**config.mk**
```make
export PLATFORM = sky130hd
export DESIGN_NAME = tam_queue
export DESIGN_NICKNAME = d
export VERILOG_FILES = /design/src/rtl/core/tam_queue.sv
export SDC_FILE = /design/constraint.sdc
export NUM_CORES = 1
export LEC_CHECK = 0
export BUFFER_PORTS_ARGS = -buffer_cell sky130_fd_sc_hd__buf_2
export CAP_MARGIN = 20
export CORE_MARGIN = 2
export CORE_UTILIZATION = 41
export CTS_BUF_LIST = sky130_fd_sc_hd__clkbuf_8
export DETAILED_ROUTE_END_ITERATION = 8
export SLEW_MARGIN = 5
export SYNTH_ARGS = -nofsm -noshare
export SYNTH_HDL_FRONTEND = slang
export SYNTH_SLANG_ARGS = --single-unit
```
**constraint.sdc**
```tcl
create_clock -name i_clk -period 2.58 [get_ports i_clk]
set_input_delay 0.129 -clock i_clk [delete_from_list [all_inputs] [get_ports i_clk]]
set_output_delay 0.129 -clock i_clk [all_outputs]
set_load 0.03 [all_outputs]
```
**src/rtl/core/tam_queue.sv**
```systemverilog
// ----------------------------------------------------------------------------
// tam_queue
// Small FIFO that decouples pixel classification from accumulation.
// ----------------------------------------------------------------------------
module tam_queue #(
    parameter int W     = 8,
    parameter int DEPTH = 4
) (
    input  logic         i_clk,
    input  logic         i_rst_n,
    input  logic         i_push,
    input  logic [W-1:0] i_data,
    output logic         o_full,
    input  logic         i_pop,
    output logic [W-1:0] o_data,
    output logic         o_empty
);
    localparam int AW = $clog2(DEPTH);

    logic [W-1:0]  r_mem [DEPTH];
    logic [AW-1:0] r_wr_ptr, r_rd_ptr;
    logic [AW:0]   r_count;

    assign o_full  = (r_count == (AW+1)'(DEPTH));
    assign o_empty = (r_count == '0);
    assign o_data  = r_mem[r_rd_ptr];

    always_ff @(posedge i_clk) begin
        if (i_push) begin
            r_mem[r_wr_ptr] <= i_data;
        end
    end

    always_ff @(posedge i_clk) begin
        if (!i_rst_n) begin
            r_wr_ptr <= '0;
            r_rd_ptr <= '0;
            r_count  <= '0;
        end else begin
            if (i_push) begin
                r_wr_ptr <= (r_wr_ptr == AW'(DEPTH - 1)) ? '0 : r_wr_ptr + AW'(1);
            end
            if (i_pop) begin
                r_rd_ptr <= (r_rd_ptr == AW'(DEPTH - 1)) ? '0 : r_rd_ptr + AW'(1);
            end
            if (i_push && !i_pop) begin
                r_count <= r_count + (AW+1)'(1);
            end else if (!i_push && i_pop) begin
                r_count <= r_count - (AW+1)'(1);
            end
        end
    end
endmodule

```
==> flow_metrics.env, run 1 <==
export IMPL_nNetsFinal=131
export IMPL_placed_area_sq_um=1764
export IMPL_hold_viol=0
export IMPL_worstPathArrival_ps=1680
export IMPL_dp_cells=153
export IMPL_p_per_area_nw_per_um2=816.0
export IMPL_die_h_microns=66.77
export IMPL_grt_overflow_total=0
export IMPL_final_cells=161
export IMPL_postCtsResizedCells=0
export IMPL_setup_tns_ps=0
export IMPL_cpMaxStageDelayCell="dfxtp_1"
export IMPL_finalSetupViolations=0
export IMPL_ir_worst_vdd_mv=0.3591
export IMPL_reg2regPathDepth=4
export IMPL_synthArstFlopShare_pct=0
export IMPL_yosysSeqAreaShare_pct=70.64
export IMPL_rsz0062_at_grt="false"
export IMPL_yosys_area_top_type_share_pct=59.49
export IMPL_drc=0
export IMPL_gp_congestion=0.6365
export IMPL_clk_transition_reported_paths_ps=80
export IMPL_port_buffers=21
export IMPL_grt_usage_pct=12.34
export IMPL_yosysMostFrequentCell="edfxtp_1"
export IMPL_yosysTopAreaCell="edfxtp_1"
export IMPL_grt_max_degree=14
export IMPL_leakage_nw=0.7002
export IMPL_critical_path_cell_chain="mux4_2 -> buf_2"
export IMPL_diodes=0
export IMPL_syn_inst=86
export IMPL_start_util_pct=43.47
export IMPL_place_hpwl_microns=1583
export IMPL_viasPerCell=4.801
export IMPL_die_w_microns=66.77
export IMPL_ys_flop_type="edfxtp_1"
export IMPL_cts_hold_buffers_added=0
export IMPL_relSlewSlack_pct=65.30
export IMPL_max_freq_ghz=0.5513
export IMPL_fin_util_pct=51.08
export IMPL_synthTopCellsByCount="32 x edfxtp_1, 9 x dfxtp_1, 8 x mux4_2, 6 x ha_1"
export IMPL_critPathKind="reg2out"
export IMPL_r2r_slack_ps=1120
export IMPL_antenna_found_initial=0
export IMPL_yosys_top_cells_area="edfxtp_1 59%, dfxtp_1 11%, mux4_2 11%"
export IMPL_synth_edff_count=32
export IMPL_insertion_delay_ps=280
export IMPL_hp_start="i_data[7]"
export IMPL_tightest_slew_ps=519.9
export IMPL_fp_coreArea_sq_um=3716
export IMPL_slowest_delay_ps=650
export IMPL_syn_mean_instance_area_sq_um=18.78
export IMPL_grt_pass1_vias=798
export IMPL_status="complete, no violations"
export IMPL_crit_fanout=8
export IMPL_drt_iter0_markers=39
export IMPL_final_max_slew_violation_count=0
export IMPL_ys_types=20
export IMPL_areaGrowthSynthToFinish_pct=17.51
export IMPL_htree_levels=2
export IMPL_synth_area_sq_um=1615
export IMPL_cts_tree="yes"
export IMPL_stdcell_area_sq_um=1898
export IMPL_drv_cap=0
export IMPL_syn_nets=105
export IMPL_postCtsSetupBuffers=0
export IMPL_rr_startpoint="r_count[0]"
export IMPL_cp_start_kind="flip-flop"
export IMPL_wl_microns=2263
export IMPL_drtPass1Iterations=4
export IMPL_cp_end_kind="output port"
export IMPL_drtAntennaViolNets=0
export IMPL_clockBufferDepth=2
export IMPL_wl_per_cell_microns=14.06
export IMPL_cts_sinks=41
export IMPL_io_pin_count=22
export IMPL_cts_root_buf="clkbuf_8"
export IMPL_fin_crit_ps=1814
export IMPL_vias=773
export IMPL_die_area_sq_um=4458
export IMPL_holdCritPathClass="in2reg"
export IMPL_ys_warnings_count=0
export IMPL_grt_pass1_wl_microns=3857
export IMPL_drive_gt1_share_pct=32.74
export IMPL_required_ps=2450
export IMPL_clock_skew_final_ps=6.157
export IMPL_whs_path_depth=1
export IMPL_cts_made_buffers=5
export IMPL_rows=22
export IMPL_period_share_pct=70.31
export IMPL_synth_seq_cells=41
state kept, by name, summed over array words and instances (netlist names), named ones only:
register  flops
r_mem        32
r_count       3
r_rd_ptr      2
r_wr_ptr      2
through the flow:
stage	hold WS, ps	worst slack [ps]	total power [W]
floorplan	227.9	1187	0.0009248
global placement	339.7	980.0	0.0009749
detailed placement	348.0	972.4	0.0009810
CTS	47.53	700.8	0.001565
global route	52.53	609.0	0.001618
finish	55.64	766.1	0.001549
area by class of cell:
class | count | area, sq um
sequential | 41 | 1141
clock buffer | 5 | 68.82
clock inverter | 3 | 65.06
multi-input combinational | 39 | 442.9
timing repair buffer | 21 | 105.1
tap | 48 | 60.06
fill | 320 | 1818
inverter | 4 | 15.01
metal layers:
layer | routed length (microns) | global-route usage (%) | vias up
met5 | 0 | 0 | -
met4 | 27 | 5.357 | 0
met3 | 122 | 4.561 | 4
met2 | 1118 | 19.50 | 17
met1 | 994 | 15.19 | 377
li1 | - | - | 375
worst max-delay path, delay by kind of cell (launching register included):
kind | cells | cell delay, ps
buffers and inverters | 1 | 190
DFF | 1 | 650
muxes | 1 | 570
report_power, final:
| part | internal, W | total [W] | switching (W) |
|---|---|---|---|
| Clock | 0.000384 | 0.000586 | 0.000202 |
| Combinational | 0.0000771 | 0.000183 | 0.000105 |
| Sequential | 0.000751 | 0.000780 | 0.0000287 |
| Total | 0.00121 | 0.00155 | 0.000337 |
placed cells by master (no fill, tap or decap):
master / count
a21boi_1: 1
and2_1: 5
buf_2: 21
bufinv_16: 2
clkbuf_8: 5
clkinv_2: 1
dfxtp_1: 9
edfxtp_1: 32
fa_1: 1
ha_1: 6
inv_1: 4
mux2i_1: 4
mux4_2: 8
nor2_1: 1
nor2b_1: 5
nor3_1: 2
nor3b_1: 1
o21a_1: 1
o21ai_0: 1
or3_1: 1
xnor2_1: 1
xor2_1: 1
worst paths after layout:
path                       to
setup / recovery    o_data[7]
hold / removal    r_mem[0][7]
setup reg to reg   r_count[2]
hold reg to reg    r_count[2]
cell families (layout without fill, tap and decap cells):
kind of cell	after synthesis	in the layout	share of synthesized area, %
compound gates	3	3	1.239
xor+xnor	2	2	1.085
fa+ha+maj	7	7	5.887
buf+inv	6	33	1.936
flops	41	41	70.64
mux	12	12	13.63
simple gates	15	15	5.577
(Power assumes the default switching activity.)
==> run 2: changes to the inputs <==
Clock period 2.58 ns to 1.8 ns, I/O delays scaled along.
==> flow_metrics.env, run 2 (synthesized netlist as in run 1, its figures left out) <==
export IMPL_tightest_slew_ps=449.9
export IMPL_grt_util_met3_pct=5.574
export IMPL_viasPerCell=4.914
export IMPL_cts_root_buf="clkbuf_8"
export IMPL_diodes=0
export IMPL_start_util_pct=43.47
export IMPL_mostFrequentLayoutCells="32 x edfxtp_1, 21 x buf_2, 9 x dfxtp_1"
export IMPL_drtAntennaViolNets=0
export IMPL_holdCritPathClass="in2reg"
export IMPL_cp_end_kind="output port"
export IMPL_top_usage_layer="met2"
export IMPL_wl_per_cell_microns=15.49
export IMPL_multi_input_area_sq_um=442.9
export IMPL_critical_path_cell_chain="buf_4 -> mux4_2 -> buf_2"
export IMPL_status="complete, no violations"
export IMPL_io_pin_count=22
export IMPL_groute_layer_met1_usage_pct=15.35
export IMPL_regMostFlops="r_mem"
export IMPL_nNetsFinal=132
export IMPL_stdcell_area_sq_um=1906
export IMPL_drv_cap=0
export IMPL_drc=0
export IMPL_clock_skew_final_ps=4.581
export IMPL_relSlewSlack_pct=70.00
export IMPL_fin_util_pct=51.28
export IMPL_rows=22
export IMPL_fillCellCount=327
export IMPL_final_max_slew_violation_count=0
export IMPL_fp_coreArea_sq_um=3716
export IMPL_largest_register_ff_count=32
export IMPL_cp_start_kind="flip-flop"
export IMPL_clockBufferDepth=2
export IMPL_place_hpwl_microns=1731
export IMPL_crit_fanout=8
export IMPL_r2r_slack_ps=320
export IMPL_finalSetupViolations=0
export IMPL_grt_usage_pct=13.86
export IMPL_critPathKind="reg2out"
export IMPL_grt_pass1_wl_microns=4243
export IMPL_drtPass1Iterations=2
export IMPL_gp_congestion=0.7068
export IMPL_postCtsResizedCells=0
export IMPL_required_ps=1710
export IMPL_rsz0062_at_grt="false"
export IMPL_leakage_nw=0.7053
export IMPL_placed_area_sq_um=1772
export IMPL_cp_num_buf_inv=2
export IMPL_slowest_delay_ps=520
export IMPL_critPathTopFamily="multiplexers"
export IMPL_vias=796
export IMPL_period_share_pct=89.82
export IMPL_drive_gt1_share_pct=33.33
export IMPL_clk_transition_reported_paths_ps=70
export IMPL_port_buffers=21
export IMPL_worstPathArrival_ps=1530
export IMPL_final_common_cell="edfxtp_1"
export IMPL_grt_overflow_total=0
export IMPL_ir_worst_vdd_mv=0.7893
export IMPL_die_area_sq_um=4458
export IMPL_grt_pass1_vias=927
export IMPL_max_freq_ghz=0.6185
export IMPL_setup_tns_ps=0
export IMPL_antenna_found_initial=0
export IMPL_areaGrowthSynthToFinish_pct=17.97
export IMPL_hold_viol=0
export IMPL_insertion_delay_ps=290
export IMPL_wl_microns=2509
export IMPL_cts_sinks=41
export IMPL_p_per_area_nw_per_um2=1180
export IMPL_seqCellArea_sq_um=1141
export IMPL_grt_max_degree=14
export IMPL_cts_hold_buffers_added=0
export IMPL_die_w_microns=66.77
export IMPL_drt_iter0_markers=20
export IMPL_cpMaxStageDelayCell="mux4_2"
export IMPL_postCtsSetupBuffers=0
export IMPL_cts_tree="yes"
export IMPL_fin_crit_ps=1617
export IMPL_htree_levels=2
export IMPL_cts_made_buffers=5
export IMPL_use_met2_pct=23.00
export IMPL_largestRegisters="r_mem x32, r_count x3"
export IMPL_die_h_microns=66.77
==> run 2: through the flow <==
stage | power (W) | worst slack, ps | hold WS (ps) | cells
2_1_floorplan | 0.001326 | 407.2 | 188.9 | 86
3_3_place_gp | 0.001403 | 279.0 | 300.3 | 154
3_5_place_dp | 0.001411 | 169.8 | 311.0 | 154
4_1_cts | 0.002268 | 155.6 | 2.242 | 162
5_1_grt | 0.002346 | 99.41 | 0.6505 | 162
6_report | 0.002249 | 183.3 | 8.014 | 162
==> run 2: worst paths after layout <==
kind         startpoint           to  cells after the start
max           flip-flop    o_data[5]                      3
min           i_data[7]  r_mem[1][7]                      1
max reg2reg  r_count[0]   r_count[2]                      4
min reg2reg  r_count[2]   r_count[2]                      2
==> run 2: power breakdown <==
group / switching (W) / internal (W)
logic: 0.000162 / 0.000113
registers: 0.0000333 / 0.00108
clock network: 0.000313 / 0.000551
total: 0.000508 / 0.00174
==> run 2: cell type report <==
type / instances / area share (%)
Multi-Input combinational cell: 39 / 23.24
Clock buffer: 5 / 3.611
Inverter: 4 / 0.7879
Timing Repair Buffer: 22 / 5.909
Tap cell: 48 / 3.152
Sequential cell: 41 / 59.88
Clock inverter: 3 / 3.414
==> run 2: per-layer routing <==
layer  wire length, microns  vias up
li1                       -      376
met1                   1039      395
met2                   1257       19
met3                    153        6
met4                     59        0
met5                      0        -
==> run 2: worst register-to-register path: stages (launching register included) <==
cell      delay, ps
dfxtp_1         360
fa_1            440
xor2_1          160
or3_1           320
a21boi_1        140
