## src/rtl/core/tam_pkg.sv

```systemverilog
// ----------------------------------------------------------------------------
// tam_pkg
// Shared types and constants of the tile average mosaic unit.
// ----------------------------------------------------------------------------
package tam_pkg;

    // configuration register indexes
    localparam logic [1:0] REG_IMAGE_WIDTH  = 2'd0;
    localparam logic [1:0] REG_IMAGE_HEIGHT = 2'd1;
    localparam logic [1:0] REG_TILE_SIZE    = 2'd2;

    localparam int CFG_DW = 11;
    localparam int OUT_DW = 64;

    // control flags that travel with each pixel from front to back
    typedef struct packed {
        logic first;     // first pixel of a tile: restart the sums
        logic tile_end;  // last pixel of a tile: produce the average
        logic last;      // last tile of the image
    } t_op_flags;

endpackage

```

## src/rtl/core/tam_front.sv

```systemverilog
// ----------------------------------------------------------------------------
// tam_front
// Holds the configuration and the raster position counters; classifies each
// pixel (tile start, tile end, image end) and works out the clipped tile size.
// ----------------------------------------------------------------------------
module tam_front #(
    parameter int MAX_WIDTH  = 1024,
    parameter int MAX_HEIGHT = 1024,
    parameter int MAX_TILE   = 64,
    localparam int PCW = $clog2(MAX_WIDTH),
    localparam int PRW = $clog2(MAX_HEIGHT),
    localparam int TW  = $clog2(MAX_TILE + 1),
    localparam int CW  = 2 * TW
) (
    input  logic                      i_clk,
    input  logic                      i_rst_n,
    input  logic                      i_cfg_valid,
    input  logic [1:0]                i_cfg_index,
    input  logic [tam_pkg::CFG_DW-1:0] i_cfg_data,
    input  logic                      i_accept,
    output tam_pkg::t_op_flags        o_flags,
    output logic [PCW-1:0]            o_tile_col,
    output logic [PRW-1:0]            o_tile_row,
    output logic [TW-1:0]             o_tile_w,
    output logic [TW-1:0]             o_tile_h,
    output logic [CW-1:0]             o_count
);
    localparam int TCW = $clog2(MAX_TILE);
    localparam int XW  = (PCW + 1 > 11) ? PCW + 1 : 11;
    localparam int YW  = (PRW + 1 > 11) ? PRW + 1 : 11;
    localparam int ZW  = (TW > 7) ? TW : 7;

    logic [10:0]    r_cfg_w, r_cfg_h;
    logic [6:0]     r_cfg_t;
    logic [PCW-1:0] r_pc, r_tcol;
    logic [PRW-1:0] r_pr, r_trow;
    logic [TCW-1:0] r_cit, r_rit;

    logic [XW-1:0] raw_w, eff_w;
    logic [YW-1:0] raw_h, eff_h;
    logic [ZW-1:0] raw_t, eff_t;
    logic line_end, image_bottom, col_end, row_end;
    logic [TW-1:0] tw, th;

    always_comb begin
        raw_w = XW'(r_cfg_w);
        raw_h = YW'(r_cfg_h);
        raw_t = ZW'(r_cfg_t);
        // zero acts as one, large values clamp to the build maximum
        eff_w = (raw_w == '0) ? XW'(1) : (raw_w > XW'(MAX_WIDTH))  ? XW'(MAX_WIDTH)  : raw_w;
        eff_h = (raw_h == '0) ? YW'(1) : (raw_h > YW'(MAX_HEIGHT)) ? YW'(MAX_HEIGHT) : raw_h;
        eff_t = (raw_t == '0) ? ZW'(1) : (raw_t > ZW'(MAX_TILE))   ? ZW'(MAX_TILE)   : raw_t;
        line_end     = (XW'(r_pc) + XW'(1)) >= eff_w;
        image_bottom = (YW'(r_pr) + YW'(1)) >= eff_h;
        col_end      = ((ZW'(r_cit) + ZW'(1)) >= eff_t) || line_end;
        row_end      = ((ZW'(r_rit) + ZW'(1)) >= eff_t) || image_bottom;
        tw           = TW'(r_cit) + TW'(1);
        th           = TW'(r_rit) + TW'(1);
    end

    assign o_flags.first    = (r_cit == '0) && (r_rit == '0);
    assign o_flags.tile_end = col_end && row_end;
    assign o_flags.last     = line_end && image_bottom;
    assign o_tile_col       = r_tcol;
    assign o_tile_row       = r_trow;
    assign o_tile_w         = tw;
    assign o_tile_h         = th;
    assign o_count          = CW'(tw) * CW'(th);

    always_ff @(posedge i_clk) begin
        if (!i_rst_n) begin
            r_cfg_w <= 11'd1024;
            r_cfg_h <= 11'd1024;
            r_cfg_t <= 7'd8;
        end else if (i_cfg_valid) begin
            unique case (i_cfg_index)
                tam_pkg::REG_IMAGE_WIDTH:  r_cfg_w <= i_cfg_data;
                tam_pkg::REG_IMAGE_HEIGHT: r_cfg_h <= i_cfg_data;
                tam_pkg::REG_TILE_SIZE:    r_cfg_t <= i_cfg_data[6:0];
                default: ;
            endcase
        end
    end

    always_ff @(posedge i_clk) begin
        if (!i_rst_n) begin
            r_pc   <= '0;
            r_pr   <= '0;
            r_cit  <= '0;
            r_rit  <= '0;
            r_tcol <= '0;
            r_trow <= '0;
        end else if (i_accept) begin
            if (col_end) begin
                r_cit <= '0;
                if (line_end) begin
                    r_pc   <= '0;
                    r_tcol <= '0;
                    if (row_end) begin
                        r_rit <= '0;
                        if (image_bottom) begin
                            r_pr   <= '0;
                            r_trow <= '0;
                        end else begin
                            r_pr   <= r_pr + PRW'(1);
                            r_trow <= r_trow + PRW'(1);
                        end
                    end else begin
                        r_rit <= r_rit + TCW'(1);
                        r_pr  <= r_pr + PRW'(1);
                    end
                end else begin
                    r_pc   <= r_pc + PCW'(1);
                    r_tcol <= r_tcol + PCW'(1);
                end
            end else begin
                r_cit <= r_cit + TCW'(1);
                r_pc  <= r_pc + PCW'(1);
            end
        end
    end
endmodule

```

## config.mk

```make
export PLATFORM = sky130hd
export DESIGN_NAME = tam_front
export DESIGN_NICKNAME = d
export VERILOG_FILES = /design/src/rtl/core/tam_pkg.sv /design/src/rtl/core/tam_front.sv
export SDC_FILE = /design/constraint.sdc
export NUM_CORES = 1
export LEC_CHECK = 0
export ABC_AREA = 1
export ABC_CLOCK_PERIOD_IN_PS = 5700
export BUFFER_PORTS_ARGS = -buffer_cell sky130_fd_sc_hd__buf_2
export CAP_MARGIN = 20
export CORE_MARGIN = 2
export CORE_UTILIZATION = 38
export CTS_BUF_LIST = sky130_fd_sc_hd__clkbuf_8
export DETAILED_ROUTE_END_ITERATION = 6
export SLEW_MARGIN = 20
export SYNTH_ARGS = -nofsm -noshare
export SYNTH_HDL_FRONTEND = slang
export SYNTH_SLANG_ARGS = --single-unit
```

## constraint.sdc

```tcl
create_clock -name i_clk -period 5.7 [get_ports i_clk]
set_clock_uncertainty 0.1 [all_clocks]
set_input_delay 1.14 -clock i_clk [delete_from_list [all_inputs] [get_ports i_clk]]
set_output_delay 1.14 -clock i_clk [all_outputs]
set_load 0.005 [all_outputs]
```

==> results.py <==
metrics = {
    "global_route": {
        "grt_max_degree": 44,
        "grt.overflow.total": 0,
        "grt_pass1_vias": 5959,
        "antenna_found_initial": 0,
        "grt_pass1_wl_um": 28000,
        "track_usage_pct": 18.6,
    },
    "final_layout": {
        "n_antenna_cell": 0,
        "fin_util_pct": 47.0,
        "syn_to_final_growth_pct": 21.2,
        "mostFrequentLayoutCells": "212 x nand2_1, 131 x nor2_1, 98 x inv_1",
        "final_common_cell": "nand2_1",
        "layout.nets": 1154,
        "drive_above_1_share_pct": 22.4,
    },
    "drt": {
        "ant_nets": 0,
        "wl_met3_um": 652,
        "vias_per_cell": 4.87,
        "vias": 6164,
        "drt-initial-drc-count": 222,
        "wl_um": 16600,
        "dr.pass1.iters": 5,
        "top_layer": "met4",
        "wl_met2_um": 8110,
        "drc": 0,
        "wl_met1_um": 7640,
        "wl_per_cell_um": 13.1,
    },
    "yosys": {
        "synth_cell_types": 43,
        "synth_seq_cells": 81,
        "synthAdderAreaFrac_pct": 21.4,
        "syn-num-nets": 1054,
        "muxShareOfSynthArea_pct": 0,
        "synth_top_area_share_pct": 24.3,
        "seq_area_frac_synth_pct": 24.3,
        "synthSimpleGateAreaFrac_pct": 30.7,
        "syn_avg_cell_area_um2": 7.13,
        "synthXorXnorAreaFrac_pct": 5.37,
        "synth_top_family_by_area": "simple AND/OR/NAND/NOR gates",
        "synth_edf_count": 0,
        "yosysWarnings": 0,
        "yosys-top-cells-area": "dfxtp_1 24%, ha_1 14%, nand2_1 12%",
        "synth_cells": 937,
        "yosys.area.top_type": "dfxtp_1",
        "synth-main-ff-cell": "dfxtp_1",
        "synth_compound_area_share_pct": 9.99,
        "syn_area_um2": 6690,
        "async_reset_ff_share_pct": 0,
    },
    "clock_tree": {
        "hold_buffers": 0,
        "htree_levels": 3,
        "cts_tree": "yes",
        "clock_latency_ns": 0.36,
        "clock_tree.root_cell": "clkbuf_8",
        "clock_path_buffers": 2,
        "cts_buffers": 9,
        "path_clk_slew_ns": 0.08,
        "numClockSinks": 81,
    },
    "min_path": {
        "hp-class": "flop to flop",
        "holdCritStartpoint": "r_pc[9]",
    },
    "timing": {
        "final_max_slew_viol_count": 0,
        "clock.fmax_mhz": 173,
        "period_minus_slack_ns": 5.77,
        "worst_slack_ns": -0.0662,
        "period_share_pct": 101,
        "setup_viol": 2,
        "hold_viol_final": 0,
        "grt_setup_unrepaired": "yes",
        "slew_headroom_pct": 52.9,
        "whs_ns": 0.372,
        "worstMarginPinSlew_ns": 0.705,
    },
    "critical_path": {
        "cp.required_ns": 4.46,
        "crit_slowest_cell": "fa_1",
        "crit_arrival_ns": 4.53,
        "critical_path.top_delay_family": "adder cells",
        "crit_buf_inv": 5,
        "critPathMaxStageDelay_ns": 0.54,
        "timing.critical_path.mode_cell": "fa_1",
        "cp-start-kind": "flop",
        "crit_type": "flop to output pin",
        "critPathCaptureType": "output pin",
        "worstReg2RegStart": "r_pc[0]",
        "worstSetupStartpoint": "r_cit[0]",
        "crit_chain": "ha_4 -> xor2_4 -> buf_6 -> clkinvlp_4 -> nor2_2 -> fa_1 -> ha_1 -> inv_2 -> fa_1 -> fa_1 -> inv_1 -> ha_4 -> a21oi_2 -> o21ai_4 -> a21oi_2 -> nor2_1 -> nor2_1 -> xnor2_1 -> buf_2",
        "worstPathMaxFanout": 5,
    },
    "floorplanning": {
        "core_area_um2": 17200,
        "dieHeight_um": 137,
        "start_util_pct": 38.8,
        "rows": 48,
        "chipWidth_um": 137,
        "pin_count": 68,
        "die-area_um2": 18700,
    },
    "placed_design": {
        "place_ws_ns": -0.0359,
        "place_hpwl_um": 12700,
        "placement.io_buffers": 67,
        "place_congestion": 0.823,
    },
    "power_and_ir_drop": {
        "power.leakage_nw": 4.02,
        "power.density_nw_per_um2": 161,
        "total_power_mw": 1.30,
        "ir_drop_uv": 140,
    },
    "outcome": {
        "violations": "negative setup slack",
        "status": "complete, but fails checks",
    },
    "job": {
        "max_cap_violations": 0,
    },
}
-- cells in the mapped netlist, types with 2 or more instances --
| cell type | number |
|---|---|
| a21o_1 | 3 |
| a21oi_1 | 65 |
| a21oi_2 | 8 |
| buf_2 | 3 |
| buf_4 | 3 |
| buf_6 | 2 |
| clkbuf_1 | 10 |
| clkinv_1 | 4 |
| dfxtp_1 | 81 |
| fa_1 | 24 |
| ha_1 | 76 |
| inv_1 | 109 |
| inv_2 | 6 |
| nand2_1 | 215 |
| nand2_2 | 3 |
| nand2_4 | 3 |
| nand3_1 | 39 |
| nand3_2 | 8 |
| nand3_4 | 2 |
| nand3b_1 | 8 |
| nand4_1 | 16 |
| nor2_1 | 144 |
| nor2_2 | 3 |
| nor2_4 | 5 |
| nor3_1 | 2 |
| nor4_1 | 4 |
| o211ai_1 | 2 |
| o21ai_0 | 30 |
| o21ai_1 | 6 |
| xnor2_1 | 10 |
| xor2_1 | 31 |
-- cell type report --
cell class / count / area [um^2]
repair buffers: 107 / 651
inverters: 120 / 459
clock buffers: 10 / 138
flip-flops and latches: 81 / 1650
multi-input cells: 718 / 4840
fillers: 1718 / 9130
clock inverters: 6 / 83.8
well taps: 225 / 282
-- power by group --
part	switching (mW)	internal, mW	total, mW
clock network	0.213	0.256	0.469
logic	0.150	0.0820	0.232
registers	0.0176	0.582	0.600
total	0.380	0.921	1.30
-- worst min-delay path, stage by stage, from the launching register on --
cell and delay [ns]:
dfxtp_1 0.32, nand2_1 0.06, a21oi_1 0.05
-- layer usage --
metal / vias up / global-route usage (%)
li1: 3201 / -
met2: 123 / 33.0
met3: 20 / 2.63
met1: 2820 / 23.5
met4: 0 / 5.15
met5: - / 0
-- what timing repair did --
action | 4_1_cts | 5_1_grt
pin swaps | 23 | 19
setup buffers | 7 | 4
setup endpoints to repair | 7 | 7
hold endpoints to repair | 0 | 0
gates resized for setup | 57 | 32
-- logic make-up after synthesis --
group                      after synthesis
AOI/OAI and AO/OA                      119
xor gates and xnor gates                41
adders and majority gates              100
buffers and inverters                  138
DFF                                     81
and+or+nand+nor                        458
-- through the flow --
stage | setup TNS (ns) | cells | area (um^2)
CTS | -0.00171 | 1263 | 7940
finish | -0.113 | 1267 | 8100
global route | -1.28 | 1267 | 8100
detailed placement | -0.0654 | 1240 | 7430
global placement | 0 | 1240 | 7430
floorplan | 0 | 937 | 6700
-- sequential cells by signal (all words and copies together) (netlist names) --
| register | flops |
|---|---|
| r_rit | 6 |
| r_cit | 6 |
| r_cfg_t | 7 |
| o_tile_row | 10 |
| o_tile_col | 10 |
| r_pr | 10 |
| r_pc | 10 |
| r_cfg_h | 11 |
| r_cfg_w | 11 |
-- path summary, 6_finish.rpt --
kind                                 endpoint  slack (ns)  cells past startpoint
worst max register to register  o_tile_col[8]        2.33                     16
worst max-delay path              o_count[10]       -0.07                     19
worst min register to register        r_pc[9]        0.37                      2
worst min-delay path                  r_pc[9]        0.37                      2
(Power assumes the default switching activity.)
